<file path="src/rtl/core/pwd_pkg.sv">
// Shared types and constants for the protobuf wire primitive decoder.
// No dependencies; imported by every module under rtl/core.
`timescale 1ns / 1ps

package pwd_pkg;

	// decode modes
	localparam logic [2:0] MODE_TAG  = 3'd0;
	localparam logic [2:0] MODE_LEN  = 3'd1;
	localparam logic [2:0] MODE_BOOL = 3'd2;
	localparam logic [2:0] MODE_U32  = 3'd3;
	localparam logic [2:0] MODE_U64  = 3'd4;
	localparam logic [2:0] MODE_F64  = 3'd5;

	// result status codes
	localparam logic [1:0] ST_OK    = 2'd0;
	localparam logic [1:0] ST_EARLY = 2'd1;
	localparam logic [1:0] ST_LONG  = 2'd2;
	localparam logic [1:0] ST_RANGE = 2'd3;

	// byte classification from the front end
	localparam logic [1:0] KIND_MORE  = 2'd0; // value continues
	localparam logic [1:0] KIND_FINAL = 2'd1; // last byte of a value
	localparam logic [1:0] KIND_EARLY = 2'd2; // buffer ended mid-value
	localparam logic [1:0] KIND_LONG  = 2'd3; // varint past ten bytes

	localparam logic [3:0] MAX_VARINT_BYTES = 4'd10;
	localparam logic [3:0] FIXED_BYTES      = 4'd8;

	typedef struct packed {
		logic [7:0]  data_byte;
		logic [2:0]  mode;
		logic [31:0] bytes_left;
	} in_item_t;

	typedef struct packed {
		logic [63:0] value;
		logic [28:0] field_number;
		logic [2:0]  wire_type;
		logic [3:0]  bytes_used;
		logic [1:0]  status;
	} out_item_t;

	typedef struct packed {
		logic [7:0]  data_byte;
		logic [31:0] bytes_left;
		logic [3:0]  index;
		logic [2:0]  mode;
		logic [1:0]  kind;
	} q_entry_t;

endpackage

</file>
<file path="src/rtl/core/protobuf_wire_primitive_decoder_core.sv">
// Protobuf wire primitive decoder: one encoded byte per input word, one
// decoded value per output word. Uses pwd_pkg, pwd_front, pwd_queue, pwd_back.
`timescale 1ns / 1ps

// Feed the encoded buffer one byte per word together with the decode mode
// (tag, length, bool, uint32, uint64, fixed64; sampled on a value's first
// byte) and the count of buffer bytes left after this byte. The core takes
// one byte every clock cycle for as long as results are drained; a value's
// result word is presented once its last byte has passed through the queue
// and the back end has loaded the output register from the queue head.
// Bytes that do not end a value produce no output word. Errors (buffer
// ended early, varint past ten bytes, tag/uint32 wider than 32 bits, length
// beyond the remaining bytes) end the value with a status and a zero value.
// The rate is set by the single 64-bit accumulator update in the back end;
// a stalled output lets the two-entry queue absorb bytes before item_ready
// drops.

module protobuf_wire_primitive_decoder_core import pwd_pkg::*; (
	input  logic      clk,
	input  logic      arst_n,
	input  logic      item_valid,
	output logic      item_ready,
	input  in_item_t  item,
	output logic      result_valid,
	input  logic      result_ready,
	output out_item_t result
);

	logic     push;
	logic     pop;
	logic     q_full;
	logic     q_valid;
	q_entry_t push_entry;
	q_entry_t head;

	// position tracking and byte classification
	pwd_front u_front (
		.clk        (clk),
		.arst_n     (arst_n),
		.item_valid (item_valid),
		.item_ready (item_ready),
		.item       (item),
		.push       (push),
		.push_entry (push_entry),
		.q_full     (q_full)
	);

	// decouples input handshake from output stalls
	pwd_queue u_queue (
		.clk        (clk),
		.arst_n     (arst_n),
		.push       (push),
		.push_entry (push_entry),
		.full       (q_full),
		.pop        (pop),
		.q_valid    (q_valid),
		.head       (head)
	);

	// accumulation, range checks, output register
	pwd_back u_back (
		.clk          (clk),
		.arst_n       (arst_n),
		.q_valid      (q_valid),
		.head         (head),
		.pop          (pop),
		.result_valid (result_valid),
		.result_ready (result_ready),
		.result       (result)
	);

endmodule

</file>
<file path="src/rtl/core/pwd_front.sv">
// Front end: accepts input words, tracks byte position and latched mode,
// and classifies each byte. Depends on pwd_pkg.
`timescale 1ns / 1ps

module pwd_front import pwd_pkg::*; (
	input  logic      clk,
	input  logic      arst_n,
	input  logic      item_valid,
	output logic      item_ready,
	input  in_item_t  item,
	output logic      push,
	output q_entry_t  push_entry,
	input  logic      q_full
);

	logic [3:0] count_q;
	logic [2:0] mode_q;
	logic [2:0] eff_mode;
	logic [3:0] used;
	logic [1:0] kind;

	assign item_ready = !q_full;
	assign push       = item_valid && item_ready;
	assign eff_mode   = (count_q == 4'd0) ? item.mode : mode_q;
	assign used       = count_q + 4'd1;

	always_comb begin
		if (eff_mode == MODE_F64) begin
			if (used >= FIXED_BYTES)
				kind = KIND_FINAL;
			else if (item.bytes_left == 32'd0)
				kind = KIND_EARLY;
			else
				kind = KIND_MORE;
		end else if (item.data_byte[7]) begin
			if (used >= MAX_VARINT_BYTES)
				kind = KIND_LONG;
			else if (item.bytes_left == 32'd0)
				kind = KIND_EARLY;
			else
				kind = KIND_MORE;
		end else begin
			kind = KIND_FINAL;
		end
	end

	always_comb begin
		push_entry.data_byte  = item.data_byte;
		push_entry.bytes_left = item.bytes_left;
		push_entry.index      = count_q;
		push_entry.mode       = eff_mode;
		push_entry.kind       = kind;
	end

	always_ff @(posedge clk or negedge arst_n) begin
		if (!arst_n) begin
			count_q <= 4'd0;
			mode_q  <= MODE_TAG;
		end else if (push) begin
			count_q <= (kind == KIND_MORE) ? used : 4'd0;
			mode_q  <= eff_mode;
		end
	end

endmodule

</file>
<file path="src/rtl/core/pwd_queue.sv">
// Two-entry queue between front and back ends.
// Depends on pwd_pkg.
`timescale 1ns / 1ps

module pwd_queue import pwd_pkg::*; (
	input  logic     clk,
	input  logic     arst_n,
	input  logic     push,
	input  q_entry_t push_entry,
	output logic     full,
	input  logic     pop,
	output logic     q_valid,
	output q_entry_t head
);

	q_entry_t   mem [2];
	logic       wr_ptr_q;
	logic       rd_ptr_q;
	logic [1:0] count_q;

	assign full    = (count_q == 2'd2);
	assign q_valid = (count_q != 2'd0);
	assign head    = mem[rd_ptr_q];

	always_ff @(posedge clk) begin
		if (push)
			mem[wr_ptr_q] <= push_entry;
	end

	always_ff @(posedge clk or negedge arst_n) begin
		if (!arst_n) begin
			wr_ptr_q <= 1'b0;
			rd_ptr_q <= 1'b0;
			count_q  <= 2'd0;
		end else begin
			if (push)
				wr_ptr_q <= !wr_ptr_q;
			if (pop)
				rd_ptr_q <= !rd_ptr_q;
			case ({push, pop})
				2'b10:   count_q <= count_q + 2'd1;
				2'b01:   count_q <= count_q - 2'd1;
				default: count_q <= count_q;
			endcase
		end
	end

endmodule

</file>
<file path="src/rtl/core/pwd_back.sv">
// Back end: accumulates varint groups or fixed64 bytes, checks range and
// holds the result in an output register. Depends on pwd_pkg.
`timescale 1ns / 1ps

module pwd_back import pwd_pkg::*; (
	input  logic      clk,
	input  logic      arst_n,
	input  logic      q_valid,
	input  q_entry_t  head,
	output logic      pop,
	output logic      result_valid,
	input  logic      result_ready,
	output out_item_t result
);

	logic [63:0] acc_q;
	logic        out_valid_q;
	out_item_t   result_q;
	logic [63:0] base;
	logic [63:0] grp;
	logic [63:0] acc_new;
	logic [5:0]  shamt;
	logic        emits;
	out_item_t   res;

	assign base  = (head.index == 4'd0) ? 64'd0 : acc_q;
	// 7 * index for varints (index <= 9), 8 * index for fixed64 (index <= 7)
	assign shamt = (head.mode == MODE_F64) ? {head.index[2:0], 3'b000}
		: 6'(({2'b00, head.index} << 3) - {2'b00, head.index});
	assign grp   = (head.mode == MODE_F64) ? ({56'd0, head.data_byte} << shamt)
		: ({57'd0, head.data_byte[6:0]} << shamt);
	assign acc_new = base | grp;

	assign emits = (head.kind != KIND_MORE);
	assign pop   = q_valid && (!emits || !out_valid_q || result_ready);

	always_comb begin
		res            = '0;
		res.bytes_used = head.index + 4'd1;
		case (head.kind)
			KIND_EARLY: res.status = ST_EARLY;
			KIND_LONG:  res.status = ST_LONG;
			KIND_FINAL: begin
				case (head.mode)
					MODE_TAG: begin
						if (|acc_new[63:32]) begin
							res.status = ST_RANGE;
						end else begin
							res.value        = acc_new;
							res.field_number = acc_new[31:3];
							res.wire_type    = acc_new[2:0];
						end
					end
					MODE_LEN: begin
						if (acc_new > {32'd0, head.bytes_left})
							res.status = ST_RANGE;
						else
							res.value = acc_new;
					end
					MODE_BOOL: res.value = {63'd0, (acc_new != 64'd0)};
					MODE_U32: begin
						if (|acc_new[63:32])
							res.status = ST_RANGE;
						else
							res.value = acc_new;
					end
					default: res.value = acc_new;
				endcase
			end
			default: res.status = ST_OK;
		endcase
	end

	always_ff @(posedge clk) begin
		if (pop)
			acc_q <= acc_new;
		if (pop && emits)
			result_q <= res;
	end

	always_ff @(posedge clk or negedge arst_n) begin
		if (!arst_n)
			out_valid_q <= 1'b0;
		else if (pop && emits)
			out_valid_q <= 1'b1;
		else if (result_ready)
			out_valid_q <= 1'b0;
	end

	assign result_valid = out_valid_q;
	assign result       = result_q;

endmodule

</file>
<file path="config.mk">
export PLATFORM = sky130hd
export DESIGN_NAME = protobuf_wire_primitive_decoder_core
export DESIGN_NICKNAME = d
export VERILOG_FILES = /design/src/rtl/core/pwd_pkg.sv /design/src/rtl/core/protobuf_wire_primitive_decoder_core.sv /design/src/rtl/core/pwd_front.sv /design/src/rtl/core/pwd_queue.sv /design/src/rtl/core/pwd_back.sv
export SDC_FILE = /design/constraint.sdc
export NUM_CORES = 1
export LEC_CHECK = 0
export BUFFER_PORTS_ARGS = -buffer_cell sky130_fd_sc_hd__buf_2
export CAP_MARGIN = 20
export CORE_UTILIZATION = 40
export CTS_CLUSTER_SIZE = 30
export DETAILED_ROUTE_END_ITERATION = 12
export SLEW_MARGIN = 20
export SYNTH_ARGS = -nofsm -noshare
export SYNTH_HDL_FRONTEND = slang
export SYNTH_HIERARCHICAL = 1
export SYNTH_SLANG_ARGS = --single-unit
export TNS_END_PERCENT = 20
</file>
<file path="constraint.sdc">
create_clock -name clk -period 21.6 [get_ports clk]
set_clock_uncertainty 0.1 [all_clocks]
set_input_delay 0 -clock clk [delete_from_list [all_inputs] [get_ports clk]]
set_output_delay 0 -clock clk [all_outputs]
set_load 0.02 [all_outputs]
</file>
# == Word level (Yosys, flattened, before mapping) ==
# Memory sizes are Yosys's and may differ from the RTL's.
# Cells that the tools add are included.
# totals
register_bits,178
out_inout_bits,104
n_memories,1
mem_bits_rw,98
wordCells,83
inputBits,47
# classes
n_addsub,5
shift,2
muxes,23
n_reduce_logical,23
n_lt_le_gt_ge,3
eq_ne,11
bitwise_logic,3
# mem_list
name,depth,width,read_ports,rd_clocked_by_memory_dff,wr,line,text
u_queue.mem,2,49,1,0,1,pwd_queue.sv:16,q_entry_t mem [2];
# ops
op,count
2-to-1 mux 64 bit,4
case mux 64 bit (4 select lines),1
2-to-1 mux 96 bit,1
greater-than comparator 64 x 32 -> 1 bit,1
OR 64 bit,1
nonzero test 64 bit,1
left shift 7 x 6 -> 64 bit,1
left shift 8 x 6 -> 64 bit,1
OR reduction 34 bit,1
zero test 32 bit,1
OR reduction 32 bit,1
2-to-1 mux 2 bit,7
adder 4 x 1 -> 4 bit (second input constant),2
equality test 2 bit (second input constant),4
>= comparator 4 bit (second input constant),2
zero test 4 bit,2
case mux 2 bit (2 select lines),2
nonzero test 2 bit,4
equality test 3 x 2 -> 1 bit (second input constant),2
equality test 3 bit (second input constant),2
2-to-1 mux 6 bit,1
case mux 2 bit (3 select lines),1
subtractor 6 x 4 -> 6 bit,1
zero test 1 bit,5
other kinds (13),21

# == Depth between registers and ports, before layout ==
# Gate-level depths: netlist of run 1.
# An unclocked memory read counts as a cell.
# depth
word_depth,10
ltp_mapped,28
depth_no_buf,21

# == Modules after synthesis ==
# Netlist of run 1, hierarchy kept.
# modules_own_cells
module,cells_per_inst,area_per_inst_um2,n_inst
pwd_back,766,8767.2,1
pwd_queue,169,3976.3,1
pwd_front,105,857.1,1

# == Worst setup path after synthesis of run 1 ==
# No wires, ideal clock.
# synth_timing
kind,register to register
from,register u_queue.rd_ptr_q
to,"register u_back.result_q, in the netlist u_back/result[0], enable pin"
path_stages_with_launch,7
required_time_ns,20.812
path_slack_ns,12.732
t_arrival_ns,8.080
synth_period_minus_slack_ns,8.868
setup_ns,0.688
path_cell_list,dfrtp_1 buf_6 buf_12 mux2_4 nor2_1 nor2_1 nor3_1
# synth_lines
element,line,text
"start, declared",pwd_queue.sv:18,logic rd_ptr_q;
"start signal, assigned",pwd_queue.sv:39,rd_ptr_q <= !rd_ptr_q;
"end signal, assigned",pwd_back.sv:78,result_q <= res;
"end, declared",pwd_back.sv:18,out_item_t result_q;

==> results of run 1 <==
[cell usage in the layout, fill, tap and decap left out, drive strengths merged, types with 12 or more instances in the layout]
cell type      n
a21o          12
a21oi         30
a22o          16
a22oi         24
buf          163
clkbuf        37
dfrtp         12
dlygate4sd3   47
edfxtp       264
ha            38
inv           89
mux2          55
nand2         49
nand3         15
nand4         21
nor2         105
nor2b         30
nor3          15
nor4          22
o21ai         23
[worst reg2reg max path, cell delays in order (launching register included)]
cell and delay, ps:
dfrtp_2 530, buf_4 660, mux2_4 510, ha_1 540, nor4_2 440, a21o_1 220
or2_1 470, nor3_1 100, nor2_1 510, nor2_1 140, a21oi_1 340, inv_1 140
ha_1 330, nand4_1 120, nor4_1 420, o31a_1 220, o41a_1 180, and4b_1 240
o21bai_4 110, buf_4 540, nor2b_1 170
[worst paths after layout]
check | from | endpoint | depth (start not counted)
hold reg to reg | u_queue/count_q[1]$_DFFE_PN0P_ | u_queue/count_q[1]$_DFFE_PN0P_ | 1
setup reg to reg | u_queue/rd_ptr_q$_DFFE_PN0P_ | u_back/result[78]$_SDFFCE_PP0P_ | 20
max in group asynchronous | arst_n | u_queue/rd_ptr_q$_DFFE_PN0P_ | 3
hold / removal | item[36] | u_queue/mem[1][42]$_DFFE_PP_ | 2
setup / recovery | u_queue/rd_ptr_q$_DFFE_PN0P_ | u_back/result[78]$_SDFFCE_PP0P_ | 20
min in group asynchronous | arst_n | u_back/result_valid$_DFFE_PN0P_ | 3
[registers in the layout (all words and copies together), names as in the netlist]
register	count
u_front/mode_q	3
u_front/count_q	4
u_queue/count_q	2
u_queue/mem	98
u_queue/wr_ptr_q	1
u_queue/rd_ptr_q	1
u_back/result_valid	1
u_back/result	102
u_back/acc_q	64
[synthesized netlist by cell type (all sizes together) (5+ instances only)]
cell type / instances / area, sq um
edfxtp: 264 / 7930
clkbuf: 15 / 56.3
a31oi: 10 / 68.8
nand2: 49 / 186
mux2i: 6 / 63.8
nor3: 15 / 80.1
xor2: 6 / 71.3
nor4: 22 / 156
inv: 87 / 327
xnor2: 5 / 62.6
o31ai: 7 / 57.6
o21a: 7 / 52.6
dfrtp: 12 / 300
a22o: 16 / 140
nand3: 15 / 75.1
a21o: 12 / 91.3
nand2b: 9 / 56.3
nor2b: 30 / 188
nor2: 105 / 397
mux2: 55 / 811
a211oi: 5 / 37.5
a221oi: 9 / 109
a22oi: 24 / 180
ha: 38 / 475
buf: 69 / 582
a21oi: 30 / 158
nand4: 21 / 131
o21ai: 23 / 115
[logic make-up after synthesis]
group / Yosys count / synth area share
AO/OA/AOI/OAI: 187 / 0.104
XOR/XNOR: 11 / 0.00984
adder cells (fa/ha/maj): 38 / 0.0350
buffers and inverters: 172 / 0.0712
flip-flops: 276 / 0.605
multiplexers: 61 / 0.0643
AND/OR/NAND/NOR: 295 / 0.111
[metrics by stage]
stage,hold slack (ps),cells,setup slack [ps],area [sq um]
after CTS,70.7,1667,14420,15800
after global routing,89.6,1667,13870,15800
after detailed placement,-191,1567,14430,14400
after global placement,-193,1567,14550,14400
final,88.3,1667,14340,15800
after floorplan,-396,1040,12730,13600
[cell type report]
cell class | count | share of cell area
clock buffer | 37 | 0.0479
clock inverter | 16 | 0.00999
inverter | 88 | 0.0209
multi-input combinational | 592 | 0.281
sequential | 276 | 0.521
tap | 448 | 0.0355
timing repair buffer | 210 | 0.0836
[layer usage]
layer,part of all wire,global-route usage,routed length [um]
met1,0.47,0.268,15300
met2,0.45,0.276,14400
met3,0.054,0.0239,1740
met4,0.028,0.0629,920
met5,0,0,0
==> impl_metrics.tcl, run 1 <==
set metrics [dict create \
    cts_setup_buffers 0 \
    drtIter0Drc 781 \
    grt-ovfl-total 0 \
    die_w_um 186 \
    ctsResizeCount 0 \
    drt-total-wl_um 32300 \
    drc 0 \
    syn_area_sq_um 13600 \
    synth_ff_type "edfxtp_1" \
    r2r_slack_ps 14340 \
    synth_edf_count 264 \
    status "completed" \
    synth_nets 1125 \
    cp_num_buf_inv 3 \
    cts-root-buf "clkbuf_16" \
    cp-start-kind "flop" \
    fillers 3026 \
    post-route-util 0.471 \
    drv_slew 0 \
    start_util 0.406 \
    async_flop_share 0.0435 \
    num_antenna_cells 0 \
    grt_max_degree 69 \
    nNetsFinal 1282 \
    yosysSeqAreaShare 0.605 \
    portBuffers 150 \
    seq_area_sq_um 8230 \
    insertion_delay_ps 570 \
    layout-drive-gt1-share 0.240 \
    netlist_instances 1040 \
    required_ps 21790 \
    ys_warn_count 6 \
    setup_viol 0 \
    critPathMaxStageDelay_ps 660 \
    wl_per_cell_um 19.4 \
    crit_arrival_ps 7450 \
    gp_congestion 0.896 \
    crit_type "flop to flop" \
    io_pins 151 \
    drt_first_pass_iters 7 \
    max_freq_mhz 138 \
    worst_pin_slew_ps 946 \
    max_slew_margin 0.369 \
    cap_violations 0 \
    grt_pass1_wl_um 49500 \
    die_area_sq_um 34700 \
    cts_tree "built" \
    end_kind "flop" \
    multiInputGateArea_sq_um 4430 \
    fin_setup_tns_ps 0 \
    syn-mean-instance-area_sq_um 13.1 \
    critPathTopFamily "simple AND/OR/NAND/NOR gates" \
    crit_slowest_cell "buf_4" \
    hold_viol 0 \
    num_vias 8861 \
    postCtsHoldBufs 47 \
    clock-sinks 276 \
    cp_cell_sequence "buf_4 > mux2_4 > ha_1 > nor4_2 > a21o_1 > or2_1 > nor3_1 > nor2_1 > nor2_1 > a21oi_1 > inv_1 > ha_1 > nand4_1 > nor4_1 > o31a_1 > o41a_1 > and4b_1 > o21bai_4 > buf_4 > nor2b_1" \
    rows 67 \
    cts_made_buffers 29 \
    antenna_found_initial 0 \
    ys_ff_latch 276 \
    rsz0062_at_grt "false" \
    dieHeight_um 186 \
    cts.path.max_buffers 3 \
    yosysUniqueCellTypes 86 \
    synthToLayoutAreaGrowth_pct 16.0 \
    period_minus_slack_ps 7260 \
    period_share 0.336 \
    crit_fanout 62 \
    viasPerCell 5.32 \
    grt_pass1_vias 8529 \
    fp.coreArea_sq_um 33500 \
    place_hpwl_um 22900 \
    ant_nets 0 \
    track_usage 0.182 \
    hold_path_class "input port to flop" \
    h-tree-depth 1 \
    clkSlewWorstSetupHoldPaths_ps 60 \
]
Power of run 1 is not shown: default switching activity piles up to over one toggle a cycle in this logic, so the estimate is an artifact.
==> run 2, diff against run 1 <==
- clock period: 21.6 -> 6.98 ns (I/O delays scaled with it)
==> run 2 against run 1 <==
Against the previous run:
- cell area rose by 1.7%
- clock-buffer cell count is 2 lower
- cell count up 1.5%
- highest routed layer unchanged
==> impl_metrics.tcl, run 2 (same netlist as run 1, synthesis figures left out) <==
set metrics [dict create \
    io_pins 151 \
    period_minus_slack_ps 6370 \
    place_hpwl_um 23300 \
    hold_path_class "input port to flop" \
    layout_commonest_cell "edfxtp_1" \
    crit_fanout 40 \
    cts_made_buffers 30 \
    stdcell_count 1692 \
    grt_pass1_vias 8651 \
    grt_max_degree 103 \
    die_w_um 186 \
    min_path_cells 2 \
    grt_use_met2 0.296 \
    dieHeight_um 186 \
    period_share 0.913 \
    fin_setup_tns_ps 0 \
    r2r_end "u_back/result[79]$_SDFFCE_PP0P_" \
    setup_viol 0 \
    rows 67 \
    gp_congestion 0.891 \
    nNetsFinal 1306 \
    place_inst 1590 \
    synthToLayoutAreaGrowth_pct 18.1 \
    crit_arrival_ps 6690 \
    ant_nets 0 \
    crit_type "flop to flop" \
    grt-ovfl-total 0 \
    die_area_sq_um 34700 \
    fp.coreArea_sq_um 33500 \
    drv_slew 0 \
    drt-total-wl_um 32700 \
    cp-start-kind "flop" \
    post-route-util 0.479 \
    num_vias 8950 \
    grtUsageMet1 0.267 \
    cts_tree "built" \
    design_area_sq_um 16100 \
    max_freq_mhz 157 \
    layout-drive-gt1-share 0.259 \
    max_slew_margin 0.283 \
    hold_viol 0 \
    portBuffers 150 \
    use_met3 0.0218 \
    clkSlewWorstSetupHoldPaths_ps 60 \
    start_util 0.406 \
    top_usage_layer "met2" \
    layout_common_cells "264 x edfxtp_1, 150 x buf_2, 102 x nor2_1" \
    cap_violations 0 \
    insertion_delay_ps 560 \
    cts-root-buf "clkbuf_16" \
    h-tree-depth 1 \
    antenna_found_initial 0 \
    clock-sinks 276 \
    worstHoldStart "item[41]" \
    postPlaceCellArea_sq_um 14600 \
    r2r_slack_ps 610 \
    drt_first_pass_iters 5 \
    cts.path.max_buffers 3 \
    track_usage 0.185 \
    worst_pin_slew_ps 1080 \
    reg2reg_from "u_queue/rd_ptr_q$_DFFE_PN0P_" \
    cts_setup_buffers 0 \
    drtIter0Drc 899 \
    min_to "u_queue/mem[0][47]$_DFFE_PP_" \
    end_kind "flop" \
    required_ps 7300 \
    largest_reg_flops 102 \
    num_antenna_cells 0 \
    status "completed" \
    viasPerCell 5.29 \
    grt_pass1_wl_um 50400 \
    drc 0 \
    wl_per_cell_um 19.3 \
    r2r_cells 21 \
    rsz0062_at_grt "false" \
]
[run 2: layout make-up]
type	count	area, sq um
Fill cell	3005	17500
Inverter	88	330
Clock inverter	20	214
Tap cell	448	561
Multi-Input combinational cell	592	4440
Clock buffer	35	769
Sequential cell	276	8230
Timing Repair Buffer	233	1520
[run 2: critical path: stages (launching register included)]
cell      delay, ps
dfrtp_2         640
mux2_4          470
inv_1           150
ha_1            630
inv_1           210
nor2_1          370
a31oi_2         290
mux2i_1         570
a22oi_1         230
inv_1           150
ha_1            250
a21o_1          180
a21oi_1         130
nor2b_1          70
o211ai_1        160
a31oi_1         100
o31a_1          300
o41a_1          340
and4b_1         310
o21bai_4        170
buf_12          230
nor2b_1         140
[run 2: per-stage QoR]
stage	hold WS [ps]	worst slack, ps
floorplan	-396	1100
global placement	-196	760
detailed placement	-193	673
CTS	69.8	657
global route	90.8	119
finish	80.9	609
[run 2: how the worst max path moves through the flow]
stage | startpoint | to | slack [ps] | cells past startpoint
final | u_queue/rd_ptr_q$_DFFE_PN0P_ | u_back/result[79]$_SDFFCE_PP0P_ | 610 | 21
after global routing | u_queue/rd_ptr_q$_DFFE_PN0P_ | u_back/result[79]$_SDFFCE_PP0P_ | 120 | 21
after CTS | u_queue/rd_ptr_q$_DFFE_PN0P_ | u_back/result[79]$_SDFFCE_PP0P_ | 660 | 21
after detailed placement | u_queue/rd_ptr_q$_DFFE_PN0P_ | u_back/result[79]$_SDFFCE_PP0P_ | 670 | 21
after global placement | u_queue/rd_ptr_q$_DFFE_PN0P_ | u_back/result[50]$_SDFFCE_PP0P_ | 760 | 20
after floorplan | u_queue/rd_ptr_q$_DFFE_PN0P_ | u_back/result[91]$_SDFFCE_PP0P_ | 1100 | 28
[run 2: repair_timing]
action	4_1_cts	5_1_grt
hold buffers	47	0
hold endpoints to repair	108	0
gates resized for setup	0	0
[run 2: metal layers]
layer	vias to the layer above	wire length, um
li1	4221	-
met1	4302	15000
met2	376	14900
met3	51	2050
met4	0	743
met5	-	0
Power of run 2 is left out for the same reason.
